===== config.mk =====
export PLATFORM = sky130hd
export DESIGN_NAME = three_level_priority_queue
export DESIGN_NICKNAME = d
export VERILOG_FILES = /design/src/sv/tlpq_pkg.sv /design/src/sv/three_level_priority_queue.sv /design/src/sv/tlpq_cell.sv
export SDC_FILE = /design/constraint.sdc
export NUM_CORES = 1
export LEC_CHECK = 0
export BUFFER_PORTS_ARGS = -buffer_cell sky130_fd_sc_hd__buf_4
export CAP_MARGIN = 10
export CORE_MARGIN = 5
export CORE_UTILIZATION = 58
export CTS_BUF_LIST = sky130_fd_sc_hd__clkbuf_4
export DETAILED_ROUTE_END_ITERATION = 7
export GPL_TIMING_DRIVEN = 0
export HOLD_SLACK_MARGIN = 0.15
export PLACE_DENSITY = 0.79
export RECOVER_POWER = 25
export SYNTH_ARGS = -nofsm -noshare
export SYNTH_HDL_FRONTEND = slang
export SYNTH_HIERARCHICAL = 1
export SYNTH_SLANG_ARGS = --single-unit

===== constraint.sdc =====
create_clock -name clk -period 3.05 [get_ports clk]
set_input_delay 0.7625 -clock clk [delete_from_list [all_inputs] [get_ports clk]]
set_output_delay 0.7625 -clock clk [all_outputs]
set_load 0.03 [all_outputs]

===== src/sv/tlpq_pkg.sv =====
// Shared types and codes for the three-level priority queue.
package tlpq_pkg;

    // Operation codes
    localparam logic OP_ENQ = 1'b0;
    localparam logic OP_DEQ = 1'b1;

    // Result status codes
    localparam logic [1:0] ST_OK    = 2'd0;
    localparam logic [1:0] ST_FULL  = 2'd1;
    localparam logic [1:0] ST_EMPTY = 2'd2;

    // Class limits
    localparam logic [1:0] CLS_LEAST = 2'd2;

    // Fixed field widths of the ports
    localparam int TAG_W = 16;
    localparam int OCC_W = 4;

    // Request beat
    typedef struct packed {
        logic             op;
        logic [1:0]       priority_req;
        logic [TAG_W-1:0] payload;
    } req_t;

    // Response beat
    typedef struct packed {
        logic [1:0]       status;
        logic [TAG_W-1:0] out_payload;
        logic [1:0]       out_priority;
        logic [OCC_W-1:0] occupancy;
    } rsp_t;

    // Command broadcast to every slot cell
    typedef struct packed {
        logic       enq;
        logic       deq;
        logic [1:0] cls;
    } cell_cmd_t;

endpackage


===== src/sv/three_level_priority_queue.sv =====
// Top level of the three-level priority queue: command port, cell chain and entry count.
// A request's done beat is registered and shows in the cycle after the request is accepted.
// Throughput: one request per cycle; every slot cell updates in parallel, so busy stays low.
// Results cannot be stalled: each response beat is shown for exactly one cycle with done.
// Reset clears the entry count and the done strobe; slot contents are not reset.
// Slots hold nothing meaningful until written; only slots below the count are read.
module three_level_priority_queue
    import tlpq_pkg::*;
#(
    parameter int QUEUE_DEPTH  = 8,
    parameter int PAYLOAD_BITS = 16
)
(
    input  logic clk,
    input  logic rst_n,
    input  logic start,
    input  req_t req,
    output logic busy,
    output logic done,
    output rsp_t rsp
);

    localparam int CNT_W = $clog2(QUEUE_DEPTH + 1);
    localparam int TAG_K = (PAYLOAD_BITS < TAG_W) ? PAYLOAD_BITS : TAG_W;
    localparam int OCC_K = (CNT_W < OCC_W) ? CNT_W : OCC_W;
    localparam logic [CNT_W-1:0] DEPTH_C = CNT_W'(QUEUE_DEPTH);

    logic [CNT_W-1:0]        count_reg;
    logic [CNT_W-1:0]        count_next;
    logic                    done_reg;
    rsp_t                    rsp_reg;
    rsp_t                    rsp_next;

    logic                    accept;
    logic                    is_full;
    logic                    is_empty;
    cell_cmd_t               cmd;
    logic [PAYLOAD_BITS-1:0] tag_w;

    logic                    keep_q [QUEUE_DEPTH];
    logic [1:0]              prio_q [QUEUE_DEPTH];
    logic [PAYLOAD_BITS-1:0] pay_q  [QUEUE_DEPTH];

    assign busy   = 1'b0;
    assign accept = start && !busy;

    assign is_full  = (count_reg == DEPTH_C);
    assign is_empty = (count_reg == '0);

    // Decode the request into a cell command
    always_comb
    begin
        cmd.enq = accept && (req.op == OP_ENQ) && !is_full;
        cmd.deq = accept && (req.op == OP_DEQ) && !is_empty;
        cmd.cls = (req.priority_req > CLS_LEAST) ? CLS_LEAST : req.priority_req;
        tag_w   = '0;
        tag_w[TAG_K-1:0] = req.payload[TAG_K-1:0];
    end

    // Chain of slot cells, slot 0 is the head
    for (genvar i = 0; i < QUEUE_DEPTH; i++)
    begin : g_slot
        logic                    lk;
        logic [1:0]              lp;
        logic [PAYLOAD_BITS-1:0] ld;
        logic [1:0]              rp;
        logic [PAYLOAD_BITS-1:0] rd;

        if (i == 0)
        begin : g_head
            assign lk = 1'b1;
            assign lp = prio_q[i];
            assign ld = pay_q[i];
        end
        else
        begin : g_mid
            assign lk = keep_q[i-1];
            assign lp = prio_q[i-1];
            assign ld = pay_q[i-1];
        end

        if (i == QUEUE_DEPTH - 1)
        begin : g_tail
            assign rp = prio_q[i];
            assign rd = pay_q[i];
        end
        else
        begin : g_inner
            assign rp = prio_q[i+1];
            assign rd = pay_q[i+1];
        end

        tlpq_cell #(
            .PAYLOAD_BITS (PAYLOAD_BITS)
        ) u_cell (
            .clk        (clk),
            .cmd        (cmd),
            .new_pay    (tag_w),
            .occupied   (count_reg > CNT_W'(i)),
            .left_keep  (lk),
            .left_prio  (lp),
            .left_pay   (ld),
            .right_prio (rp),
            .right_pay  (rd),
            .keep       (keep_q[i]),
            .prio       (prio_q[i]),
            .pay        (pay_q[i])
        );
    end

    // Count update and response beat
    always_comb
    begin
        count_next = count_reg;
        if (cmd.enq)
        begin
            count_next = count_reg + 1'b1;
        end
        else if (cmd.deq)
        begin
            count_next = count_reg - 1'b1;
        end

        rsp_next = '0;
        if (req.op == OP_ENQ)
        begin
            rsp_next.status = is_full ? ST_FULL : ST_OK;
        end
        else if (is_empty)
        begin
            rsp_next.status = ST_EMPTY;
        end
        else
        begin
            rsp_next.status = ST_OK;
            rsp_next.out_payload[TAG_K-1:0] = pay_q[0][TAG_K-1:0];
            rsp_next.out_priority = prio_q[0];
        end
        rsp_next.occupancy[OCC_K-1:0] = count_next[OCC_K-1:0];
    end

    // Control registers
    always_ff @(posedge clk or negedge rst_n)
    begin
        if (!rst_n)
        begin
            count_reg <= '0;
            done_reg  <= 1'b0;
        end
        else
        begin
            count_reg <= count_next;
            done_reg  <= accept;
        end
    end

    // Response payload register
    always_ff @(posedge clk)
    begin
        if (accept)
        begin
            rsp_reg <= rsp_next;
        end
    end

    assign done = done_reg;
    assign rsp  = rsp_reg;

    // Count never runs past the number of slots
    a_count_bound: assert property (@(posedge clk) disable iff (!rst_n)
        count_reg <= DEPTH_C)
        else $error("entry count above queue depth");

    // A done beat always follows an accepted request
    a_done_follows: assert property (@(posedge clk) disable iff (!rst_n)
        accept |=> done)
        else $error("accepted request gave no done beat");

    // A full status only when the queue was and still is full
    a_full_held: assert property (@(posedge clk) disable iff (!rst_n)
        (done && rsp.status == ST_FULL) |-> (count_reg == DEPTH_C))
        else $error("full status with free slots");

    // An empty status leaves the queue empty and returns zero fields
    a_empty_zero: assert property (@(posedge clk) disable iff (!rst_n)
        (done && rsp.status == ST_EMPTY) |->
            (count_reg == '0 && rsp.out_payload == '0 && rsp.out_priority == '0))
        else $error("empty status with entries or nonzero fields");

endmodule


===== src/sv/tlpq_cell.sv =====
// One slot cell of the sorted queue: holds an entry and moves it with its neighbours.
module tlpq_cell
    import tlpq_pkg::*;
#(
    parameter int PAYLOAD_BITS = 16
)
(
    input  logic                    clk,
    input  cell_cmd_t               cmd,
    input  logic [PAYLOAD_BITS-1:0] new_pay,
    input  logic                    occupied,
    input  logic                    left_keep,
    input  logic [1:0]              left_prio,
    input  logic [PAYLOAD_BITS-1:0] left_pay,
    input  logic [1:0]              right_prio,
    input  logic [PAYLOAD_BITS-1:0] right_pay,
    output logic                    keep,
    output logic [1:0]              prio,
    output logic [PAYLOAD_BITS-1:0] pay
);

    logic [1:0]              prio_reg;
    logic [1:0]              prio_next;
    logic [PAYLOAD_BITS-1:0] pay_reg;
    logic [PAYLOAD_BITS-1:0] pay_next;

    // Entry stays put on insert when it is as urgent or more than the new one
    assign keep = occupied && (prio_reg <= cmd.cls);

    // Next slot contents: hold, take the new entry, shift back or shift forward
    always_comb
    begin
        prio_next = prio_reg;
        pay_next  = pay_reg;
        if (cmd.enq)
        begin
            if (!keep)
            begin
                if (left_keep)
                begin
                    prio_next = cmd.cls;
                    pay_next  = new_pay;
                end
                else
                begin
                    prio_next = left_prio;
                    pay_next  = left_pay;
                end
            end
        end
        else if (cmd.deq)
        begin
            prio_next = right_prio;
            pay_next  = right_pay;
        end
    end

    // Slot storage, no reset
    always_ff @(posedge clk)
    begin
        prio_reg <= prio_next;
        pay_reg  <= pay_next;
    end

    assign prio = prio_reg;
    assign pay  = pay_reg;

endmodule

==> flow_summary.ini, run 1 <==
[run_status]
outcome = completed

[global_routing]
global_route.overflow_total = 0
number_of_global_route_vias_before_repair = 6275
grt_antenna_before_repair = 1
grt.total_usage_pct = 20.7
largest_net_degree_at_the_start_of_global_routing = 35
grt_first_pass_wirelength_mm = 30.5

[setup_path]
critical_path_buf_inv_count = 3
worstPathCellList = inv_1 > ha_1 > buf_4 > or3b_1 > buf_2 > and3_2 > nor2_1 > a31oi_4
worstPathMaxFanout = 18
worst-r2r-setup-slack_ns = 0.24
critical_path_data_required_time_ns = 3.28
critical_path.top_delay_family = simple AND/OR/NAND/NOR gates
max_stage_delay_ns = 0.52
critical_path.endpoint_type = flop
critical_path_class = flop to flop
cp.arrival_ns = 3.04
critical_path.reg2reg.endpoint = g_slot[6].u_cell/pay[6]
reg2reg_depth = 8
worstSetupStartpointType = flop
rr_startpoint = count_reg[0]
worst_path_max_delay_cell = sky130_fd_sc_hd__a31oi_4

[floorplan]
start_util_pct = 58.8
placement_rows = 46
num_io_pins = 48
core_area_um2 = 15800
fp.dieW_um = 136
floorplan.die.height_um = 136
floorplan.die_area_um2 = 18600

[min_path]
min_delay_worst_endpoint = done
hold_path_origin = start
hold_path_depth = 1
type_of_the_most_critical_hold_path = input port to flop

[power]
leakagePower_nw = 4.04
power_density_nw_per_um2 = 813
irDropWorstVdd_mv = 0.314

[sta]
post-route-min-period_ns = 2.81
timing.fmax_mhz = 356
timing.final.ws_setup_ns = 0.243
finalCritPeriodShare_pct = 92.0
max_slew_margin_pct = 49.7
rsz_0062_raised_after_global_routing = no
hold_violations = 0
tightestPinTransition_ns = 0.751
final-max-slew-violation-count = 0
setup_violations = 0
fin_worst_skew_ns = 0.0182

[synthesis]
mappedNetlistNets = 849
synth.yosys.warnings = 6
syn_area_um2 = 9280
syn_area_per_cell_um2 = 11.5
syn-instance-count = 807

[routing]
finalWirelength_mm = 18.4
wl_per_cell_um = 16.7
detail-route-antenna-nets = 0
detailroute.via_count = 6032
drcViolationCount = 0
drt_first_iter_violations = 273
drt_via_density = 5.47
detail_route.first_pass.iterations = 4

[clocking]
postcts_setup_bufs = 0
worstSkewPairLatency_ns = 0.58
cts.sinks = 173
htree_levels = 4
clock_tree_from_tritoncts = yes
root_buffer_master = sky130_fd_sc_hd__clkbuf_4
cts_max_path_buffers = 2
clk_slew_on_worst_s_h_paths_ns = 0.13
total_cts_buffers = 17

[final_layout]
fin_nets = 914
sequential_cell_area_um2 = 5170
fillers = 1310
largest_register_ffs = 128
multi_input_comb_area_um2 = 3690
non_filler_instances = 1102
drive_above_1_share_pct = 11.5
layout-area-overhead-vs-synth_pct = 9.87

[placed_design]
place.gp.congestion = 0.806
hpwl_mm = 14.5
port_buffers = 45
pre_cts_slack_ns = -0.791
place_inst = 1068

[run]
max_cap_violations = 0
==> worst max-delay path by stage <==
stage	slack [ns]	cells past startpoint	from	end
after detailed placement	-0.79	6	start	g_slot[6].u_cell/pay[10]
after floorplan	0.08	5	req[16]	g_slot[1].u_cell/pay[0]
after global routing	0.03	8	count_reg[0]	g_slot[5].u_cell/pay[4]
after global placement	-0.67	6	start	g_slot[2].u_cell/pay[5]
final	0.24	8	count_reg[0]	g_slot[6].u_cell/pay[6]
after CTS	0.0002	8	count_reg[0]	g_slot[1].u_cell/pay[0]
==> stage by stage <==
step / cell area [um^2] / hold slack (ns) / setup TNS, ns / utilization (%) / total power [W]
2_1_floorplan: 9330 / 0.467 / 0 / - / 0.00631
3_3_place_gp: 9940 / 0.567 / -143.96 / 63.0 / 0.00692
3_5_place_dp: 9940 / 0.569 / -175.16 / 63.0 / 0.00710
4_1_cts: 10300 / 0.450 / 0 / 65.0 / 0.00832
5_1_grt: 10200 / 0.464 / 0 / 64.6 / 0.00876
6_report: 10200 / 0.498 / 0 / 64.6 / 0.00828
==> power breakdown <==
group | switching [W] | total [W] | internal (W)
Clock | 0.000788 | 0.00121 | 0.000423
Sequential | 0.000316 | 0.00373 | 0.00341
Combinational | 0.00189 | 0.00334 | 0.00145
Total | 0.00299 | 0.00828 | 0.00529
==> layer usage <==
layer | up-vias | track usage, % | wire length, um | share of wire (%)
li1 | 3059 | - | - | -
met1 | 2846 | 27.3 | 8530 | 46
met5 | - | 0 | 0 | 0
met2 | 109 | 34.9 | 9030 | 49
met4 | 0 | 5.88 | 191 | 1.0
met3 | 18 | 4.03 | 626 | 3.4
==> cells in the final DEF (no fill, tap or decap), types with 2 or more instances in the layout <==
cell type	n
sky130_fd_sc_hd__edfxtp_1	168
sky130_fd_sc_hd__nor2_1	155
sky130_fd_sc_hd__mux2i_1	144
sky130_fd_sc_hd__a21oi_1	144
sky130_fd_sc_hd__clkbuf_1	48
sky130_fd_sc_hd__buf_4	30
sky130_fd_sc_hd__inv_1	22
sky130_fd_sc_hd__ha_1	20
sky130_fd_sc_hd__clkbuf_4	19
sky130_fd_sc_hd__and3_1	18
sky130_fd_sc_hd__o21ai_0	12
sky130_fd_sc_hd__a31oi_4	9
sky130_fd_sc_hd__buf_2	9
sky130_fd_sc_hd__nand2_1	9
sky130_fd_sc_hd__nor2b_1	9
sky130_fd_sc_hd__buf_6	8
sky130_fd_sc_hd__buf_12	8
sky130_fd_sc_hd__and2_1	7
sky130_fd_sc_hd__dfrtp_1	5
sky130_fd_sc_hd__clkinv_2	4
sky130_fd_sc_hd__clkinv_4	3
sky130_fd_sc_hd__clkinvlp_4	3
sky130_fd_sc_hd__a2bb2oi_1	2
sky130_fd_sc_hd__nand2b_1	2
sky130_fd_sc_hd__nor3_1	2
sky130_fd_sc_hd__conb_1	2
sky130_fd_sc_hd__inv_6	2
==> worst register-to-register path, stage by stage, from the launching register on <==
cell	delay, ns
sky130_fd_sc_hd__dfrtp_1	0.48
sky130_fd_sc_hd__inv_1	0.13
sky130_fd_sc_hd__ha_1	0.21
sky130_fd_sc_hd__buf_4	0.17
sky130_fd_sc_hd__or3b_1	0.23
sky130_fd_sc_hd__buf_2	0.26
sky130_fd_sc_hd__and3_2	0.35
sky130_fd_sc_hd__nor2_1	0.11
sky130_fd_sc_hd__a31oi_4	0.52
==> timing repair <==
item | in CTS | in global routing
hold buffers | 1 | 0
gates resized for setup | 6 | 6
endpoints found under the setup margin | 144 | 77
endpoints found under the hold margin | 5 | 0
==> layout make-up <==
class | instances | share of cell area (%)
flip-flops and latches | 173 | 50.7
clock buffers | 19 | 1.40
well taps | 216 | 2.65
inverters | 22 | 0.810
repair buffers | 46 | 2.46
plain buffers | 59 | 4.57
diodes | 1 | 0.0246
clock inverters | 13 | 1.14
multi-input cells | 553 | 36.2
No activity file was read; power rests on OpenSTA's default activity.
==> inputs of run 2 (changes only) <==
--- a/config.mk
+++ b/config.mk
@@ -7,14 +7,17 @@
 export LEC_CHECK = 0
 export BUFFER_PORTS_ARGS = -buffer_cell sky130_fd_sc_hd__buf_4
 export CAP_MARGIN = 10
+export CELL_PAD_IN_SITES_DETAIL_PLACEMENT = 1
+export CELL_PAD_IN_SITES_GLOBAL_PLACEMENT = 2
 export CORE_MARGIN = 5
-export CORE_UTILIZATION = 58
+export CORE_UTILIZATION = 39
 export CTS_BUF_LIST = sky130_fd_sc_hd__clkbuf_4
 export DETAILED_ROUTE_END_ITERATION = 7
 export GPL_TIMING_DRIVEN = 0
 export HOLD_SLACK_MARGIN = 0.15
-export PLACE_DENSITY = 0.79
+export PLACE_DENSITY = 0.86
 export RECOVER_POWER = 25
+export SKIP_LAST_GASP = 1
 export SYNTH_ARGS = -nofsm -noshare
 export SYNTH_HDL_FRONTEND = slang
 export SYNTH_HIERARCHICAL = 1
==> run 2 against run 1 <==
Effect of this change: critical path depth did not move; clock power shrank 5%; via count decreased by 2.1%; count of clock-buffer cells in the layout stayed put; utilization fell by 20 points; worst hold slack gained 0.026 ns; clock skew rose by 0.0021 ns; sequential share of layout area decreased by 1.0 points; register-to-register slack lost 0.05 ns; combinational power rose by 2%; cell area grew 2.1%; total power barely moved; largest power group unchanged.
==> flow_summary.ini, run 2 (synthesis gave the netlist of run 1 again) <==
[sta]
tightestPinTransition_ns = 0.648
finalCritPeriodShare_pct = 93.6
fin_worst_skew_ns = 0.0203
setup_violations = 0
rsz_0062_raised_after_global_routing = no
timing.fmax_mhz = 350
final.setup.tns_ns = 0
whs_ns = 0.525
hold_violations = 0
post-route-min-period_ns = 2.86
final-max-slew-violation-count = 0
max_slew_margin_pct = 56.8

[floorplan]
floorplan.die.height_um = 164
fp.dieW_um = 164
placement_rows = 56
num_io_pins = 48
core_area_um2 = 23500
floorplan.die_area_um2 = 27000
start_util_pct = 39.5

[setup_path]
cp.arrival_ns = 3.04
critical_path_class = flop to flop
max_stage_delay_ns = 0.54
worst_path_max_delay_cell = sky130_fd_sc_hd__a31oi_4
worstSetupStartpointType = flop
worstPathMaxFanout = 18
reg2reg_depth = 8
worstPathCellList = inv_1 > ha_1 > buf_4 > or3b_1 > buf_2 > and3_2 > nor2_1 > a31oi_4
critical_path.endpoint_type = flop
rr_startpoint = count_reg[0]
critical_path.reg2reg.endpoint = g_slot[0].u_cell/pay[4]
worst-r2r-setup-slack_ns = 0.19
critical_path_data_required_time_ns = 3.24

[final_layout]
layout.cells.most_common_list = sky130_fd_sc_hd__edfxtp_1 (168), sky130_fd_sc_hd__nor2_1 (155), sky130_fd_sc_hd__mux2i_1 (144), sky130_fd_sc_hd__a21oi_1 (144), sky130_fd_sc_hd__clkbuf_1 (48)
final_design_area_no_fill_um2 = 10400
largest_register_ffs = 128
multi_input_comb_area_um2 = 3690
fin_nets = 920
layout-area-overhead-vs-synth_pct = 12.2
sequential_cell_area_um2 = 5170
most_common_cell_after_layout_fill_and_taps_aside = sky130_fd_sc_hd__edfxtp_1
drive_above_1_share_pct = 11.8
fillers = 2562

[routing]
wl_per_cell_um = 16.4
drcViolationCount = 0
detail-route-antenna-nets = 0
drt_first_iter_violations = 220
detailroute.via_count = 5906
detail_route.first_pass.iterations = 5
finalWirelength_mm = 19.9
drt_via_density = 4.88

[clocking]
total_cts_buffers = 17
htree_levels = 4
root_buffer_master = sky130_fd_sc_hd__clkbuf_4
cts_max_path_buffers = 2
worstSkewPairLatency_ns = 0.55
cts.sinks = 173
clk_slew_on_worst_s_h_paths_ns = 0.14
clock_tree_from_tritoncts = yes

[run_status]
outcome = completed

[global_routing]
grt_first_pass_wirelength_mm = 32.5
number_of_global_route_vias_before_repair = 6344
global_route.overflow_total = 0
largest_net_degree_at_the_start_of_global_routing = 35
grt.total_usage_pct = 15.2
grt_antenna_before_repair = 1

[min_path]
hold_path_depth = 1
hold_path_origin = start
min_delay_worst_endpoint = done
type_of_the_most_critical_hold_path = input port to flop

[placed_design]
port_buffers = 45
hpwl_mm = 15.8
dpl-instance-area_um2 = 10100
place.gp.congestion = 0.749

[power]
leakagePower_nw = 4.08
power_density_nw_per_um2 = 795
irDropWorstVdd_mv = 0.236
report.power.total_w = 0.00827

[run]
max_cap_violations = 0
## run 2: power breakdown
part	switching, W	leakage, nW	internal (W)
logic	0.00190	2.29	0.00151
clock network	0.000811	0.121	0.000343
registers	0.000308	1.66	0.00341
total	0.00302	4.08	0.00526
## run 2: cell type report
cell class | count | share of cell area (%)
Clock inverter | 13 | 0.914
Antenna cell | 1 | 0.0241
Timing Repair Buffer | 52 | 3.44
Clock buffer | 19 | 1.37
Tap cell | 319 | 3.84
Inverter | 22 | 0.794
Buffer | 59 | 4.47
Sequential cell | 173 | 49.7
Multi-Input combinational cell | 553 | 35.5
## run 2: timing repair
item | CTS | global route
endpoints found under the hold margin | 5 | 0
setup buffers | 0 | 5
hold buffers | 1 | 0
setup endpoints to repair | 144 | 89
gates resized for setup | 9 | 3
## run 2: worst max-delay path by stage
stage	from	endpoint	slack, ns	cells after the start
floorplan	req[16]	g_slot[1].u_cell/pay[0]	0.08	5
detailed placement	start	g_slot[2].u_cell/pay[12]	-0.86	6
global route	count_reg[1]	g_slot[6].u_cell/pay[0]	0.008	8
CTS	req[17]	g_slot[3].u_cell/pay[14]	0.12	11
finish	count_reg[0]	g_slot[0].u_cell/pay[4]	0.19	8
global placement	req[17]	g_slot[0].u_cell/pay[6]	-0.83	6
## run 2: worst max-delay path, delay by kind of cell (launching register included)
family / cells / cell delay, ns
flops: 1 / 0.48
fa+ha+maj: 1 / 0.21
simple gates: 3 / 0.70
compound gates: 1 / 0.54
buf+inv: 3 / 0.56
## run 2: per-stage QoR
step                instances  util, %  worst slack (ns)
global placement         1171     42.9            -0.831
floorplan                 807        -            0.0843
detailed placement       1172     42.9            -0.859
CTS                      1205     44.3             0.120
finish                   1211     44.3             0.195
global route             1211     44.3           0.00791
## run 2: layer usage
metal | wire (um) | track usage, % | part of all wire, %
met5 | 0 | 0 | 0
met4 | 180 | 4.73 | 0.90
met3 | 573 | 2.41 | 2.9
met2 | 9500 | 25.2 | 48
met1 | 9630 | 20.4 | 48
==> inputs of run 3 (changes only) <==
--- a/config.mk
+++ b/config.mk
@@ -10,12 +10,12 @@
 export CELL_PAD_IN_SITES_DETAIL_PLACEMENT = 1
 export CELL_PAD_IN_SITES_GLOBAL_PLACEMENT = 2
 export CORE_MARGIN = 5
-export CORE_UTILIZATION = 39
-export CTS_BUF_LIST = sky130_fd_sc_hd__clkbuf_4
+export CORE_UTILIZATION = 38
+export CTS_BUF_LIST = sky130_fd_sc_hd__clkbuf_16
 export DETAILED_ROUTE_END_ITERATION = 7
 export GPL_TIMING_DRIVEN = 0
 export HOLD_SLACK_MARGIN = 0.15
-export PLACE_DENSITY = 0.86
+export PLACE_DENSITY_LB_ADDON = 0.25
 export RECOVER_POWER = 25
 export SKIP_LAST_GASP = 1
 export SYNTH_ARGS = -nofsm -noshare
==> run 3 against run 2 <==
Effect of this change: clock power is 90% higher; highest routed layer unchanged; count of clock-buffer cells in the layout decreased by 2; register-to-register slack barely moved; sequential cell count unchanged; final cell count grew 0.17%; clock skew shrank 0.0084 ns; routed wire length increased by 8.6%; utilization is essentially flat; first-iteration DRC count increased by 17%; critical path depth grew 3; global-route usage is 0.51 points higher; total power rose by 13%.
==> flow_summary.ini, run 3 (synthesis gave the netlist of run 1 again) <==
[routing]
detailroute.via_count = 6138
detail_route.first_pass.iterations = 4
drt_via_density = 5.06
wl_per_cell_um = 17.8
detail-route-antenna-nets = 0
drcViolationCount = 0
drt_first_iter_violations = 257
finalWirelength_mm = 21.6

[setup_path]
critical_path_class = input port to flop
cp.arrival_ns = 3.02
worst_path_max_delay_cell = sky130_fd_sc_hd__o21ai_0
worstPathCellList = buf_4 > clkbuf_2 > inv_1 > ha_1 > nor2b_1 > o21ai_0 > and2_1 > buf_6 > buf_12 > mux2i_1 > a21oi_1
worstSetupStartpointType = input port
max_stage_delay_ns = 0.37
worstPathMaxFanout = 16
critical_path.endpoint_type = flop
critical_path_data_required_time_ns = 3.20

[placed_design]
dpl-instance-area_um2 = 10100
hpwl_mm = 17.3
place.gp.congestion = 0.737
port_buffers = 45

[final_layout]
post-route-util_pct = 44.3
layout.cells.most_common_list = sky130_fd_sc_hd__edfxtp_1 (168), sky130_fd_sc_hd__nor2_1 (155), sky130_fd_sc_hd__mux2i_1 (144), sky130_fd_sc_hd__a21oi_1 (144), sky130_fd_sc_hd__clkbuf_1 (49)
final_design_area_no_fill_um2 = 10700
largest_register_ffs = 128
drive_above_1_share_pct = 11.6
layout-area-overhead-vs-synth_pct = 15.5
fin_nets = 917
most_common_cell_after_layout_fill_and_taps_aside = sky130_fd_sc_hd__edfxtp_1

[floorplan]
placement_rows = 57
start_util_pct = 38.4
fp.dieW_um = 166
core_area_um2 = 24200
num_io_pins = 48
floorplan.die_area_um2 = 27600
floorplan.die.height_um = 166

[sta]
fin_worst_skew_ns = 0.0120
whs_ns = 0.605
post-route-min-period_ns = 2.87
rsz_0062_raised_after_global_routing = no
finalCritPeriodShare_pct = 94.0
final-max-slew-violation-count = 0
timing.fmax_mhz = 349
setup_violations = 0
hold_violations = 0
max_slew_margin_pct = 57.1
tightestPinTransition_ns = 0.644

[clocking]
cts_max_path_buffers = 2
cts.sinks = 173
worstSkewPairLatency_ns = 0.43
htree_levels = 4
total_cts_buffers = 17
clock_tree_from_tritoncts = yes
root_buffer_master = sky130_fd_sc_hd__clkbuf_16
clk_slew_on_worst_s_h_paths_ns = 0.07

[power]
leakagePower_nw = 4.21
internal_power_w = 0.00607
sw_power_w = 0.00330
power_share_of_the_combinational_group_pct = 36.7
seq_power_share_pct = 40.1
power.share.switching_pct = 35.2
irDropWorstVdd_mv = 0.342
power_density_nw_per_um2 = 874
power.clock.fraction_pct = 23.3
report.power.total_w = 0.00937

[global_routing]
grt_antenna_before_repair = 0
number_of_global_route_vias_before_repair = 6689
grt.total_usage_pct = 15.7
grt_first_pass_wirelength_mm = 35.5
global_route.overflow_total = 0
largest_net_degree_at_the_start_of_global_routing = 35

[run_status]
outcome = completed

[run]
max_cap_violations = 0

[min_path]
type_of_the_most_critical_hold_path = flop to flop
==> run 3: cell count changes in the layout (fill, tap and decap cells not counted), moves of 4 or more <==
cell,before,now
sky130_fd_sc_hd__clkbuf_4,19,0
sky130_fd_sc_hd__clkbuf_16,0,17
sky130_fd_sc_hd__clkinv_4,4,0
sky130_fd_sc_hd__inv_6,2,6
sky130_fd_sc_hd__inv_8,0,4
==> run 3: area by class of cell <==
| class | instances | area, um^2 |
|---|---|---|
| inverters | 22 | 82.6 |
| well taps | 324 | 405 |
| clock buffers | 17 | 425 |
| multi-input cells | 553 | 3690 |
| diodes | 1 | 2.50 |
| repair buffers | 49 | 310 |
| flip-flops and latches | 173 | 5170 |
| plain buffers | 59 | 462 |
| fillers | 2638 | 13500 |
| clock inverters | 15 | 166 |
==> run 3: power by group through the flow <==
stage / Sequential (W) / Clock (W) / Combinational (W)
2_1_floorplan: 0.00378 / 0 / 0.00253
3_3_place_gp: 0.00378 / 0 / 0.00325
3_5_place_dp: 0.00381 / 0 / 0.00341
4_1_cts: 0.00376 / 0.00224 / 0.00347
5_1_grt: 0.00383 / 0.00234 / 0.00376
6_report: 0.00375 / 0.00218 / 0.00343
==> run 3: path summary, 6_finish.rpt <==
| kind | from | endpoint | slack [ns] | depth (start not counted) |
|---|---|---|---|---|
| min reg2reg | g_slot[7].u_cell/pay[11] | g_slot[6].u_cell/pay[11] | 0.60 | 2 |
| max | req[17] | g_slot[2].u_cell/pay[12] | 0.18 | 11 |
| min in group asynchronous | rst_n | count_reg[0] | 0.71 | 2 |
| max reg2reg | count_reg[0] | g_slot[2].u_cell/pay[5] | 0.19 | 8 |
| min | g_slot[7].u_cell/pay[11] | g_slot[6].u_cell/pay[11] | 0.60 | 2 |
| max in group asynchronous | rst_n | count_reg[2] | 2.13 | 2 |
==> run 3: what timing repair did <==
item,CTS,global route
hold endpoints to repair,5,0
resized for setup,10,1
endpoints found under the setup margin,177,90
pin swaps,0,0
setup buffers,0,3
hold buffers,1,0
==> run 3: critical path: cells and delay by family <==
kind	cells	cell delay, ns
fa+ha+maj	1	0.31
compound gates	2	0.48
buf+inv	5	0.85
mux	1	0.24
simple gates	2	0.36
==> run 3: routing by layer <==
metal	wire length, um	global-route usage (%)	vias up
li1	-	-	3062
met1	10500	20.8	2992
met2	10400	26.8	66
met3	429	2.55	18
met4	249	4.20	0
met5	0	0	-
==> run 3: through the flow <==
stage,setup slack [ns],cells,TNS [ns]
after floorplan,0.0843,807,0
after global placement,-0.852,1176,-198.21
after detailed placement,-0.923,1176,-181.44
after CTS,0.0355,1209,0
after global routing,0.0108,1212,0
final,0.183,1213,0
